$ cat src/sv/gte_pkg.sv
package gte_pkg;

	// Fixed widths of the block.
	localparam int SAMPLE_BITS    = 24;
	localparam int COUNT_BITS     = 20;
	localparam int GAIN_FRAC_BITS = 15;
	localparam int GAIN_BITS      = GAIN_FRAC_BITS + 2;
	localparam int REM_BITS       = COUNT_BITS + 1;
	localparam int SLOPE_BITS     = 16;
	localparam int Q15_BITS       = 16;
	localparam int CFG_IDX_BITS   = 3;
	localparam int MUL_A_BITS     = 27;
	localparam int MUL_B_BITS     = 22;
	localparam int PROD_BITS      = MUL_A_BITS + MUL_B_BITS;
	localparam int MIX_BITS       = SAMPLE_BITS + 2;
	localparam int TRUNC_BITS     = PROD_BITS - GAIN_FRAC_BITS;
	localparam int DIV_STEPS      = GAIN_FRAC_BITS;
	localparam int DIV_CNT_BITS   = $clog2(DIV_STEPS + 1);

	localparam logic [GAIN_BITS-1:0] UNITY = GAIN_BITS'(1) << GAIN_FRAC_BITS;
	localparam logic [Q15_BITS:0] Q15_ONE = 17'd32768;

	// Reciprocal of three for inputs below 2^21: x / 3 = (x * RECIP3) >> RECIP3_SHIFT.
	localparam int RECIP3_SHIFT = REM_BITS;
	localparam logic [MUL_B_BITS-1:0] RECIP3 = MUL_B_BITS'(((64'd1 << RECIP3_SHIFT) + 1) / 3);

	// Configuration register indexes.
	localparam logic [CFG_IDX_BITS-1:0] CFG_CYCLE = 3'd0;
	localparam logic [CFG_IDX_BITS-1:0] CFG_PULSE = 3'd1;
	localparam logic [CFG_IDX_BITS-1:0] CFG_SLOPE = 3'd2;
	localparam logic [CFG_IDX_BITS-1:0] CFG_FLOOR = 3'd3;
	localparam logic [CFG_IDX_BITS-1:0] CFG_PAN   = 3'd4;

	typedef logic signed [SAMPLE_BITS-1:0] sample_t;
	typedef logic [GAIN_BITS-1:0]          gain_t;
	typedef logic [COUNT_BITS-1:0]         count_t;
	typedef logic [REM_BITS-1:0]           rem_t;

	typedef enum logic [1:0] {
		PH_SLOPE_IN  = 2'd0,
		PH_PLATEAU   = 2'd1,
		PH_SLOPE_OUT = 2'd2,
		PH_VALLEY    = 2'd3
	} phase_t;

	typedef enum logic [3:0] {
		ST_IDLE, ST_DIV, ST_SQ, ST_BASE, ST_AMP, ST_NC1, ST_NC2,
		ST_MIX_L, ST_MIX_R, ST_GAIN_L, ST_GAIN_R, ST_FIN
	} state_t;

	typedef enum logic [2:0] {
		MUL_SQ, MUL_BASE, MUL_DIV3, MUL_PAN,
		MUL_MIX_L, MUL_MIX_R, MUL_GAIN_L, MUL_GAIN_R
	} mul_sel_t;

	typedef struct packed {
		logic     load;
		logic     div_step;
		logic     mul_en;
		mul_sel_t mul_sel;
		logic     amp_ld;
		logic     adv;
		logic     slp3_ld;
		logic     nc_ld;
		logic     mix_l_ld;
		logic     mix_r_ld;
		logic     out_l_ld;
		logic     fin;
	} cmd_t;

	typedef struct packed {
		logic div_busy;
		logic valley_done;
		logic out_free;
	} status_t;

	// Divide a signed product by unity, rounding toward zero.
	function automatic logic signed [TRUNC_BITS-1:0] trunc_gain(
		input logic signed [PROD_BITS-1:0] p);
		logic signed [PROD_BITS-1:0] adj;
		adj = p[PROD_BITS-1] ? p + PROD_BITS'((64'd1 << GAIN_FRAC_BITS) - 1) : p;
		return TRUNC_BITS'(adj >>> GAIN_FRAC_BITS);
	endfunction

	// Clamp to the signed sample range.
	function automatic sample_t sat_sample(input logic signed [TRUNC_BITS-1:0] v);
		logic signed [TRUNC_BITS-1:0] hi;
		logic signed [TRUNC_BITS-1:0] lo;
		hi = TRUNC_BITS'((64'sd1 <<< (SAMPLE_BITS - 1)) - 1);
		lo = -hi - TRUNC_BITS'(1);
		if (v > hi) return sample_t'(hi);
		else if (v < lo) return sample_t'(lo);
		else return sample_t'(v);
	endfunction

endpackage

$ cat src/sv/gte_if.sv
interface gte_in_if;
	logic              valid;
	logic              ready;
	gte_pkg::sample_t  sample_left;
	gte_pkg::sample_t  sample_right;
	logic signed [15:0] pan_random;

	modport source (output valid, sample_left, sample_right, pan_random, input ready);
	modport sink (input valid, sample_left, sample_right, pan_random, output ready);
endinterface

interface gte_out_if;
	logic             valid;
	logic             ready;
	gte_pkg::sample_t out_left;
	gte_pkg::sample_t out_right;
	logic [1:0]       phase_now;

	modport source (output valid, out_left, out_right, phase_now, input ready);
	modport sink (input valid, out_left, out_right, phase_now, output ready);
endinterface

$ cat src/sv/gte_ctrl.sv
module gte_ctrl (
	input  logic             clk,
	input  logic             arst_n,
	input  logic             in_valid,
	output logic             in_ready,
	input  gte_pkg::status_t status,
	output gte_pkg::cmd_t    cmd
);
	import gte_pkg::*;

	state_t state_q;
	state_t state_nxt;

	// State register.
	always_ff @(posedge clk or negedge arst_n) begin
		if (!arst_n) state_q <= ST_IDLE;
		else state_q <= state_nxt;
	end

	// Next state.
	always_comb begin
		state_nxt = state_q;
		case (state_q)
			ST_IDLE:    if (in_valid) state_nxt = ST_DIV;
			ST_DIV:     if (!status.div_busy) state_nxt = ST_SQ;
			ST_SQ:      state_nxt = ST_BASE;
			ST_BASE:    state_nxt = ST_AMP;
			ST_AMP:     state_nxt = status.valley_done ? ST_NC1 : ST_MIX_L;
			ST_NC1:     state_nxt = ST_NC2;
			ST_NC2:     state_nxt = ST_MIX_L;
			ST_MIX_L:   state_nxt = ST_MIX_R;
			ST_MIX_R:   state_nxt = ST_GAIN_L;
			ST_GAIN_L:  state_nxt = ST_GAIN_R;
			ST_GAIN_R:  state_nxt = ST_FIN;
			ST_FIN:     if (status.out_free) state_nxt = ST_IDLE;
			default:    state_nxt = ST_IDLE;
		endcase
	end

	// Commands to the datapath.
	always_comb begin
		cmd = '0;
		cmd.mul_sel = MUL_SQ;
		in_ready = 1'b0;
		case (state_q)
			ST_IDLE: begin
				in_ready = 1'b1;
				cmd.load = in_valid;
			end
			ST_DIV:  cmd.div_step = status.div_busy;
			ST_SQ: begin
				cmd.mul_en = 1'b1;
				cmd.mul_sel = MUL_SQ;
			end
			ST_BASE: begin
				cmd.mul_en = 1'b1;
				cmd.mul_sel = MUL_BASE;
			end
			ST_AMP: begin
				cmd.amp_ld = 1'b1;
				cmd.adv = 1'b1;
				cmd.mul_en = 1'b1;
				cmd.mul_sel = MUL_DIV3;
			end
			ST_NC1: begin
				cmd.slp3_ld = 1'b1;
				cmd.mul_en = 1'b1;
				cmd.mul_sel = MUL_PAN;
			end
			ST_NC2:  cmd.nc_ld = 1'b1;
			ST_MIX_L: begin
				cmd.mul_en = 1'b1;
				cmd.mul_sel = MUL_MIX_L;
			end
			ST_MIX_R: begin
				cmd.mix_l_ld = 1'b1;
				cmd.mul_en = 1'b1;
				cmd.mul_sel = MUL_MIX_R;
			end
			ST_GAIN_L: begin
				cmd.mix_r_ld = 1'b1;
				cmd.mul_en = 1'b1;
				cmd.mul_sel = MUL_GAIN_L;
			end
			ST_GAIN_R: begin
				cmd.out_l_ld = 1'b1;
				cmd.mul_en = 1'b1;
				cmd.mul_sel = MUL_GAIN_R;
			end
			ST_FIN:  cmd.fin = status.out_free;
			default: cmd = '0;
		endcase
	end

	// An accepted word always starts the divide phase.
	assert property (@(posedge clk) disable iff (!arst_n)
		(state_q == ST_IDLE && in_valid) |=> state_q == ST_DIV)
		else $error("accepted word did not start processing");

	// New-cycle setup is only entered from the amplitude step.
	assert property (@(posedge clk) disable iff (!arst_n)
		state_q == ST_NC1 |-> $past(state_q) == ST_AMP)
		else $error("new-cycle setup entered out of order");

	// The divider is idle whenever the block waits for a word.
	assert property (@(posedge clk) disable iff (!arst_n)
		state_q == ST_IDLE |-> !status.div_busy)
		else $error("divider busy while idle");

endmodule

$ cat src/sv/gte_dp.sv
module gte_dp (
	input  logic                                 clk,
	input  logic                                 arst_n,
	input  logic                                 cfg_we,
	input  logic [gte_pkg::CFG_IDX_BITS-1:0]     cfg_index,
	input  logic [gte_pkg::COUNT_BITS-1:0]       cfg_data,
	input  gte_pkg::sample_t                     in_left,
	input  gte_pkg::sample_t                     in_right,
	input  logic signed [15:0]                   in_rnd,
	input  gte_pkg::cmd_t                        cmd,
	output gte_pkg::status_t                     status,
	input  logic                                 out_ready,
	output logic                                 out_valid,
	output gte_pkg::sample_t                     out_left,
	output gte_pkg::sample_t                     out_right,
	output logic [1:0]                           out_phase
);
	import gte_pkg::*;

	// Configuration registers.
	count_t                 cycle_q;
	count_t                 pulse_q;
	logic [SLOPE_BITS-1:0]  slope_q;
	logic [Q15_BITS-1:0]    floor_q;
	logic [Q15_BITS-1:0]    panw_q;

	// Envelope state.
	phase_t  phase_q;
	rem_t    remain_q;
	count_t  slope_use_q;
	rem_t    plat_use_q;
	rem_t    valley_use_q;
	gain_t   pan_l_q;
	gain_t   pan_r_q;

	// Per-word working registers.
	sample_t                     left_q;
	sample_t                     right_q;
	logic signed [15:0]          rnd_q;
	logic [Q15_BITS-1:0]         quot_q;
	count_t                      div_rem_q;
	logic [DIV_CNT_BITS-1:0]     div_cnt_q;
	logic signed [PROD_BITS-1:0] prod_q;
	gain_t                       amp_q;
	count_t                      slp3_q;
	logic signed [MIX_BITS-1:0]  mix_l_q;
	logic signed [MIX_BITS-1:0]  mix_r_q;
	sample_t                     res_l_q;
	logic                        out_valid_q;
	sample_t                     out_l_q;
	sample_t                     out_r_q;
	phase_t                      out_phase_q;

	gain_t                       floor_g;
	gain_t                       panw_g;
	logic                        done;
	rem_t                        n_val;
	count_t                      pul;
	logic signed [MUL_A_BITS-1:0] mul_a;
	logic signed [MUL_B_BITS-1:0] mul_b;
	logic signed [TRUNC_BITS-1:0] prod_tr;
	rem_t                        div_sh;
	logic signed [REM_BITS:0]    plat0;
	count_t                      slp_new;
	logic signed [Q15_BITS+1:0]  pan_s;

	assign floor_g = (floor_q > Q15_ONE[Q15_BITS-1:0] && floor_q[Q15_BITS-1]) ?
		UNITY : gain_t'(floor_q);
	assign panw_g = (panw_q > Q15_ONE[Q15_BITS-1:0] && panw_q[Q15_BITS-1]) ?
		UNITY : gain_t'(panw_q);
	assign done = remain_q <= rem_t'(1);
	assign pul = (pulse_q > cycle_q) ? cycle_q : pulse_q;
	assign prod_tr = trunc_gain(prod_q);
	assign div_sh = {div_rem_q, 1'b0};

	// Slope sample count for the current phase: elapsed samples in the rising slope, remaining samples otherwise.
	always_comb begin
		if (phase_q == PH_SLOPE_IN)
			n_val = rem_t'(slope_use_q) -
				((remain_q < rem_t'(slope_use_q)) ? remain_q : rem_t'(slope_use_q));
		else
			n_val = remain_q;
	end

	// Configuration writes.
	always_ff @(posedge clk or negedge arst_n) begin
		if (!arst_n) begin
			cycle_q <= count_t'(44100);
			pulse_q <= count_t'(22050);
			slope_q <= SLOPE_BITS'(441);
			floor_q <= '0;
			panw_q  <= '0;
		end else if (cfg_we) begin
			case (cfg_index)
				CFG_CYCLE: cycle_q <= cfg_data;
				CFG_PULSE: pulse_q <= cfg_data;
				CFG_SLOPE: slope_q <= cfg_data[SLOPE_BITS-1:0];
				CFG_FLOOR: floor_q <= cfg_data[Q15_BITS-1:0];
				CFG_PAN:   panw_q  <= cfg_data[Q15_BITS-1:0];
				default:   ;
			endcase
		end
	end

	// Serial divider for the slope fraction, one quotient bit per cycle.
	always_ff @(posedge clk or negedge arst_n) begin
		if (!arst_n) begin
			div_cnt_q <= '0;
		end else if (cmd.load) begin
			if ((phase_q == PH_SLOPE_IN || phase_q == PH_SLOPE_OUT) &&
			    slope_use_q != '0 && n_val < rem_t'(slope_use_q))
				div_cnt_q <= DIV_CNT_BITS'(DIV_STEPS);
			else
				div_cnt_q <= '0;
		end else if (cmd.div_step) begin
			div_cnt_q <= div_cnt_q - DIV_CNT_BITS'(1);
		end
	end

	always_ff @(posedge clk) begin
		if (cmd.load) begin
			left_q    <= in_left;
			right_q   <= in_right;
			rnd_q     <= in_rnd;
			div_rem_q <= n_val[COUNT_BITS-1:0];
			if (slope_use_q == '0) quot_q <= '0;
			else if (n_val >= rem_t'(slope_use_q)) quot_q <= Q15_ONE[Q15_BITS-1:0];
			else quot_q <= '0;
		end else if (cmd.div_step) begin
			if (div_sh >= rem_t'(slope_use_q)) begin
				div_rem_q <= count_t'(div_sh - rem_t'(slope_use_q));
				quot_q    <= {quot_q[Q15_BITS-2:0], 1'b1};
			end else begin
				div_rem_q <= div_sh[COUNT_BITS-1:0];
				quot_q    <= {quot_q[Q15_BITS-2:0], 1'b0};
			end
		end
	end

	// Shared multiplier operand selection.
	always_comb begin
		mul_a = '0;
		mul_b = '0;
		case (cmd.mul_sel)
			MUL_SQ: begin
				mul_a = MUL_A_BITS'(quot_q);
				mul_b = MUL_B_BITS'(quot_q);
			end
			MUL_BASE: begin
				mul_a = MUL_A_BITS'(prod_q[GAIN_FRAC_BITS+GAIN_BITS-1:GAIN_FRAC_BITS]);
				mul_b = MUL_B_BITS'(UNITY - floor_g);
			end
			MUL_DIV3: begin
				mul_a = MUL_A_BITS'(rem_t'(pul) + rem_t'(1));
				mul_b = RECIP3;
			end
			MUL_PAN: begin
				mul_a = MUL_A_BITS'(rnd_q);
				mul_b = MUL_B_BITS'(panw_g);
			end
			MUL_MIX_L: begin
				mul_a = (pan_l_q <= UNITY) ? MUL_A_BITS'(left_q) : MUL_A_BITS'(right_q);
				mul_b = (pan_l_q <= UNITY) ? MUL_B_BITS'(pan_l_q) :
					MUL_B_BITS'(pan_l_q - UNITY);
			end
			MUL_MIX_R: begin
				mul_a = (pan_r_q <= UNITY) ? MUL_A_BITS'(right_q) : MUL_A_BITS'(left_q);
				mul_b = (pan_r_q <= UNITY) ? MUL_B_BITS'(pan_r_q) :
					MUL_B_BITS'(pan_r_q - UNITY);
			end
			MUL_GAIN_L: begin
				mul_a = MUL_A_BITS'(mix_l_q);
				mul_b = MUL_B_BITS'(amp_q);
			end
			MUL_GAIN_R: begin
				mul_a = MUL_A_BITS'(mix_r_q);
				mul_b = MUL_B_BITS'(amp_q);
			end
			default: begin
				mul_a = '0;
				mul_b = '0;
			end
		endcase
	end

	// Product register and per-word results.
	always_ff @(posedge clk) begin
		if (cmd.mul_en) prod_q <= mul_a * mul_b;
		if (cmd.amp_ld) begin
			if (phase_q == PH_SLOPE_IN || phase_q == PH_SLOPE_OUT)
				amp_q <= floor_g + prod_q[GAIN_FRAC_BITS+GAIN_BITS-1:GAIN_FRAC_BITS];
			else if (phase_q == PH_PLATEAU)
				amp_q <= UNITY;
			else
				amp_q <= floor_g;
		end
		if (cmd.slp3_ld) slp3_q <= prod_q[RECIP3_SHIFT+COUNT_BITS-1:RECIP3_SHIFT];
		if (cmd.mix_l_ld) begin
			if (pan_l_q <= UNITY) mix_l_q <= MIX_BITS'(prod_tr);
			else mix_l_q <= MIX_BITS'(left_q) + MIX_BITS'(prod_tr);
		end
		if (cmd.mix_r_ld) begin
			if (pan_r_q <= UNITY) mix_r_q <= MIX_BITS'(prod_tr);
			else mix_r_q <= MIX_BITS'(right_q) + MIX_BITS'(prod_tr);
		end
		if (cmd.out_l_ld) res_l_q <= sat_sample(prod_tr);
	end

	// Next-cycle phase lengths.
	assign plat0 = $signed({2'b0, pul}) - $signed({5'b0, slope_q, 1'b0});
	assign slp_new = (plat0 < $signed((REM_BITS+1)'(1))) ? slp3_q : count_t'(slope_q);
	assign pan_s = (REM_BITS - 3)'(prod_tr);

	// Envelope state update.
	always_ff @(posedge clk or negedge arst_n) begin
		if (!arst_n) begin
			phase_q      <= PH_VALLEY;
			remain_q     <= '0;
			slope_use_q  <= '0;
			plat_use_q   <= '0;
			valley_use_q <= '0;
			pan_l_q      <= UNITY;
			pan_r_q      <= UNITY;
		end else if (cmd.nc_ld) begin
			valley_use_q <= rem_t'(cycle_q - pul);
			slope_use_q  <= slp_new;
			plat_use_q   <= rem_t'(pul) - {slp_new, 1'b0};
			if (slp_new != '0) begin
				phase_q  <= PH_SLOPE_IN;
				remain_q <= rem_t'(slp_new);
			end else begin
				phase_q  <= PH_PLATEAU;
				remain_q <= rem_t'(pul) - {slp_new, 1'b0};
			end
			pan_l_q <= gain_t'($signed({2'b0, UNITY}) + pan_s);
			pan_r_q <= gain_t'($signed({2'b0, UNITY}) - pan_s);
		end else if (cmd.adv) begin
			if (!done) begin
				remain_q <= remain_q - rem_t'(1);
			end else begin
				case (phase_q)
					PH_SLOPE_IN: begin
						phase_q  <= PH_PLATEAU;
						remain_q <= plat_use_q;
					end
					PH_PLATEAU: begin
						if (slope_use_q != '0) begin
							phase_q  <= PH_SLOPE_OUT;
							remain_q <= rem_t'(slope_use_q);
						end else begin
							phase_q  <= PH_VALLEY;
							remain_q <= valley_use_q;
						end
					end
					PH_SLOPE_OUT: begin
						phase_q  <= PH_VALLEY;
						remain_q <= valley_use_q;
					end
					default: ;
				endcase
			end
		end
	end

	// Output register.
	always_ff @(posedge clk or negedge arst_n) begin
		if (!arst_n) out_valid_q <= 1'b0;
		else if (cmd.fin) out_valid_q <= 1'b1;
		else if (out_ready) out_valid_q <= 1'b0;
	end

	always_ff @(posedge clk) begin
		if (cmd.fin) begin
			out_l_q     <= res_l_q;
			out_r_q     <= sat_sample(prod_tr);
			out_phase_q <= phase_q;
		end
	end

	assign status.div_busy    = div_cnt_q != '0;
	assign status.valley_done = phase_q == PH_VALLEY && done;
	assign status.out_free    = !out_valid_q || out_ready;
	assign out_valid = out_valid_q;
	assign out_left  = out_l_q;
	assign out_right = out_r_q;
	assign out_phase = out_phase_q;

	// The divider count never exceeds its number of divide steps.
	assert property (@(posedge clk) disable iff (!arst_n)
		div_cnt_q <= DIV_CNT_BITS'(DIV_STEPS))
		else $error("divider count out of range");

	// A slope phase always has a nonzero slope length.
	assert property (@(posedge clk) disable iff (!arst_n)
		(phase_q == PH_SLOPE_IN || phase_q == PH_SLOPE_OUT) |-> slope_use_q != '0)
		else $error("slope phase with zero length");

	// The two pan gains always sum to twice unity.
	assert property (@(posedge clk) disable iff (!arst_n)
		({1'b0, pan_l_q} + {1'b0, pan_r_q}) == {UNITY, 1'b0})
		else $error("pan gains out of balance");

endmodule

$ cat src/sv/gated_tremolo_envelope_core.sv
// An accepted input word passes through the divide, square, base, amplitude, mix,
// gain and finish states; the slope phases add the bit-serial divider steps and
// a new envelope cycle adds the setup states; words are handled one at a time.
// The output register lets the next word be accepted while a result waits.
// Reset (arst_n low, asynchronous) restores the default configuration,
// puts the envelope in the valley with zero count and sets both pan gains to unity.
module gated_tremolo_envelope_core (
	input  logic                             clk,
	input  logic                             arst_n,
	input  logic                             cfg_we,
	input  logic [gte_pkg::CFG_IDX_BITS-1:0] cfg_index,
	input  logic [gte_pkg::COUNT_BITS-1:0]   cfg_data,
	gte_in_if.sink                           in_ch,
	gte_out_if.source                        out_ch
);
	import gte_pkg::*;

	cmd_t    cmd;
	status_t status;
	logic    in_ready;

	assign in_ch.ready = in_ready;

	// Sequencer.
	gte_ctrl u_ctrl (
		.clk      (clk),
		.arst_n   (arst_n),
		.in_valid (in_ch.valid),
		.in_ready (in_ready),
		.status   (status),
		.cmd      (cmd)
	);

	// Envelope, pan and gain arithmetic.
	gte_dp u_dp (
		.clk       (clk),
		.arst_n    (arst_n),
		.cfg_we    (cfg_we),
		.cfg_index (cfg_index),
		.cfg_data  (cfg_data),
		.in_left   (in_ch.sample_left),
		.in_right  (in_ch.sample_right),
		.in_rnd    (in_ch.pan_random),
		.cmd       (cmd),
		.status    (status),
		.out_ready (out_ch.ready),
		.out_valid (out_ch.valid),
		.out_left  (out_ch.out_left),
		.out_right (out_ch.out_right),
		.out_phase (out_ch.phase_now)
	);

endmodule
$ cat src/flat_wrapper.sv
// flat-port wrapper written by rule: the top's interface ports become plain ports
module gated_tremolo_envelope_core_flat import gte_pkg::*;
  (clk, arst_n, cfg_we, cfg_index, cfg_data, in_ch_valid, in_ch_sample_left, in_ch_sample_right, in_ch_pan_random, in_ch_ready, out_ch_valid, out_ch_out_left, out_ch_out_right, out_ch_phase_now, out_ch_ready);
  gte_in_if in_ch_i ();
  gte_out_if out_ch_i ();
  input  logic clk;
  input  logic arst_n;
  input  logic cfg_we;
  input  logic [gte_pkg::CFG_IDX_BITS-1:0] cfg_index;
  input  logic [gte_pkg::COUNT_BITS-1:0] cfg_data;
  input wire logic [$bits(in_ch_i.valid)-1:0] in_ch_valid;
  input wire logic [$bits(in_ch_i.sample_left)-1:0] in_ch_sample_left;
  input wire logic [$bits(in_ch_i.sample_right)-1:0] in_ch_sample_right;
  input wire logic [$bits(in_ch_i.pan_random)-1:0] in_ch_pan_random;
  output wire logic [$bits(in_ch_i.ready)-1:0] in_ch_ready;
  output wire logic [$bits(out_ch_i.valid)-1:0] out_ch_valid;
  output wire logic [$bits(out_ch_i.out_left)-1:0] out_ch_out_left;
  output wire logic [$bits(out_ch_i.out_right)-1:0] out_ch_out_right;
  output wire logic [$bits(out_ch_i.phase_now)-1:0] out_ch_phase_now;
  input wire logic [$bits(out_ch_i.ready)-1:0] out_ch_ready;
  assign in_ch_i.valid = in_ch_valid;
  assign in_ch_i.sample_left = in_ch_sample_left;
  assign in_ch_i.sample_right = in_ch_sample_right;
  assign in_ch_i.pan_random = in_ch_pan_random;
  assign in_ch_ready = in_ch_i.ready;
  assign out_ch_valid = out_ch_i.valid;
  assign out_ch_out_left = out_ch_i.out_left;
  assign out_ch_out_right = out_ch_i.out_right;
  assign out_ch_phase_now = out_ch_i.phase_now;
  assign out_ch_i.ready = out_ch_ready;
  gated_tremolo_envelope_core u_core (.clk(clk), .arst_n(arst_n), .cfg_we(cfg_we), .cfg_index(cfg_index), .cfg_data(cfg_data), .in_ch(in_ch_i), .out_ch(out_ch_i));
endmodule
$ cat config.mk
export PLATFORM = sky130hd
export DESIGN_NAME = gated_tremolo_envelope_core_flat
export DESIGN_NICKNAME = d
export VERILOG_FILES = /design/src/sv/gte_pkg.sv /design/src/sv/gte_if.sv /design/src/sv/gte_ctrl.sv /design/src/sv/gte_dp.sv /design/src/sv/gated_tremolo_envelope_core.sv /design/src/flat_wrapper.sv
export SDC_FILE = /design/constraint.sdc
export NUM_CORES = 2
export LEC_CHECK = 0
export BUFFER_PORTS_ARGS = -buffer_cell sky130_fd_sc_hd__buf_2
export CORE_UTILIZATION = 50
export DETAILED_ROUTE_END_ITERATION = 10
export PLACE_DENSITY = 0.66
export SYNTH_ARGS = -nofsm -noshare
export SYNTH_HDL_FRONTEND = slang
export SYNTH_SLANG_ARGS = --single-unit
$ cat constraint.sdc
create_clock -name clk -period 13.8 [get_ports clk]
set_input_delay 0.69 -clock clk [delete_from_list [all_inputs] [get_ports clk]]
set_output_delay 0.69 -clock clk [all_outputs]
set_load 0.01 [all_outputs]
==> reports/metrics.yaml <==
status: "complete, no violations"
hold_end: "u_core.u_dp.left_q[6]"
drtAntennaViolNets: 0
cts-htree-levels: 2
slowest_stage: "o21ai_2"
fillers: 9727
async_flop_share: 0.408
cts_tree: "built"
cts_buffers: 61
ys_seq_area_frac: 0.274
cp_max_fo: 32
worst_slew_pin_slew_ns: 1.31
die-area_um2: 109000
finalCriticalPeriod_ns: 12.82
cp_slowest_stage_delay_ns: 0.67
final_cell_mix: "inv_1, nand2_1, fa_1"
fp.dieH_um: 331
setup_viol: 0
rows: 120
drv_cap: 0
rsz0062_at_grt: "no"
dr.pass1.iters: 9
cts-root-buf: "clkbuf_16"
route.detailed.drc: 0
synth_top_flop_cell: "edfxtp_1"
crit_top_cell: "fa_1"
whs_path_depth: 1
final_nets: 6990
grtUsageTotal: 0.331
grt_pass1_vias: 44158
maxSlewViolCount: 0
cts_sinks: 527
clk_path_buf_depth: 3
grt_start_max_net_pins: 101
timing.final.hold_violations: 0
synth_top_area_frac: 0.221
clk_latency_ns: 0.69
place_hpwl_mm: 140
hp-class: "primary input to flop"
pin_count: 144
min_from: "in_ch_sample_left[6]"
arrival_ns: 13.24
area_delta_synth_final_pct: 9.08
vias: 43827
r2r_cells: 42
wirelength_mm: 178
ys_ff_latch: 527
timing.fmax_mhz: 78.0
yosys.cell_types.count: 95
syn_area_um2: 54000
cts_setup_buffers: 0
cts.reportedPaths.clkPinSlew_ns: 0.06
place.gp.congestion: 1.02
reg2reg_from: "u_core.u_dp.cycle_q[10]"
crit_type: "flop to flop"
viasPerCell: 5.94
synth_edf_count: 312
final.period_utilization: 0.929
r2r_slack_ns: 0.98
drive_gt1_frac: 0.0925
reg2reg_to: "u_core.u_dp.prod_q[48]"
start_util: 0.505
synth_cells: 5797
port_buffers: 143
skew_ns: 0.0347
crit_path_end_kind: "flop"
worstPathRequired_ns: 14.22
drt_iter0_drc: 3772
synth.area.top_cells: "fa_1, edfxtp_1, dfrtp_1, ha_1, inv_1"
slew_headroom: 0.118
worst_setup_path_start_kind: "flop"
overflow: 0
post_drt_wl_per_cell_um: 24.2
tns_ns: 0
yosys_warnings: 0
layout_commonest_cell: "inv_1"
coreArea_um2: 107000
grt_pass1_wl_mm: 270
antenna_found_initial: 5
yosysTopAreaCell: "fa_1"
diodes: 0
syn_area_per_cell_um2: 9.32
die_w_um: 331
-- state kept, by name, summed over array words and instances, names as in the netlist, 21 cells and up --
signal,cells
u_core.u_dp.res_l_q,24
u_core.u_dp.mix_r_q,26
u_core.u_dp.prod_q,49
u_core.u_dp.plat_use_q,21
u_core.u_dp.out_left,24
u_core.u_dp.valley_use_q,21
u_core.u_dp.right_q,24
u_core.u_dp.left_q,24
u_core.u_dp.remain_q,21
u_core.u_dp.mix_l_q,26
u_core.u_dp.out_right,24
-- repair_timing --
item / CTS / global route
hold buffers: 1 / 0
resized for setup: 0 / 1
hold endpoints to repair: 9 / 0
endpoints found under the setup margin: 0 / 2
-- cells by family after synthesis --
family	Yosys count	synth area share
AO/OA/AOI/OAI	1102	0.130
XOR/XNOR	237	0.0384
adder cells (fa/ha/maj)	971	0.308
buffers and inverters	1077	0.0761
flip-flops	527	0.274
multiplexers	154	0.0306
other	2	0.000139
AND/OR/NAND/NOR	1727	0.144
-- synthesized netlist by cell type (11+ instances only) --
master,n
inv_1,861
nand2_1,751
fa_1,596
nor2_1,422
ha_1,375
edfxtp_1,312
a21oi_1,289
o21ai_0,285
dfrtp_1,193
xnor2_1,173
clkbuf_1,156
nor3_1,107
mux2_2,88
nand3_1,85
a21o_1,75
mux2i_1,66
xor2_1,64
nor2b_1,63
o21a_1,61
a22oi_1,59
and3_1,48
nor4_1,47
nand2b_1,43
a31oi_1,33
buf_2,29
or3_1,29
a221o_1,28
nand4_1,28
o211ai_1,28
o22ai_1,27
o31ai_1,26
or2_2,26
a211oi_1,25
and2_1,25
o21ai_1,23
buf_1,22
dfstp_2,22
o21bai_1,20
a221oi_1,18
a21boi_0,11
-- worst max-delay path: cells and delay by family (launching register included) --
family                     cells  cell delay [ns]
AOI/OAI and AO/OA             15             4.78
adders and majority gates     10             4.42
and+or+nand+nor                8             1.80
buffers and inverters          7             0.72
DFF                            1             0.54
xor gates and xnor gates       2             0.26
-- final cells by class --
type                            instances  area [µm²]  area share
Clock inverter                         35         424     0.00720
Sequential cell                       527       14800       0.251
Tap cell                             1403        1760      0.0298
Inverter                              865        3250      0.0551
Clock buffer                           81        1770      0.0300
Multi-Input combinational cell       4223       35400       0.601
Timing Repair Buffer                  249        1520      0.0259
-- through the flow --
step,area [µm²],setup slack (ns),std cells,hold slack [ns],util
global route,58900,0.311,7383,0.171,0.550
CTS,58900,0.768,7383,0.147,0.550
floorplan,54100,3.12,5827,0.394,-
detailed placement,56700,0.862,7266,0.405,0.530
global placement,56700,1.23,7266,0.400,0.530
finish,58900,0.983,7383,0.171,0.550
-- worst max path at each step --
stage | startpoint | depth (start not counted) | end
after global placement | u_core.u_dp.cycle_q[10] | 42 | u_core.u_dp.prod_q[48]
after global routing | u_core.u_dp.cycle_q[10] | 42 | u_core.u_dp.prod_q[48]
after floorplan | u_core.u_dp.cycle_q[11] | 47 | u_core.u_dp.prod_q[47]
final | u_core.u_dp.cycle_q[10] | 42 | u_core.u_dp.prod_q[48]
after CTS | u_core.u_dp.cycle_q[11] | 42 | u_core.u_dp.prod_q[48]
after detailed placement | u_core.u_dp.cycle_q[11] | 42 | u_core.u_dp.prod_q[48]
-- metal layers --
layer  global-route usage  vias to the layer above  part of all wire
met2                0.526                     1967              0.46
met1                0.426                    21709              0.39
met3               0.0649                      522             0.089
met5                    0                        -           0.00017
met4                0.180                        6             0.064
li1                     -                    19623                 -
Power is left out: the tool's default activity adds up to more than one toggle a clock period on the data nets, which glitch-free logic cannot reach.
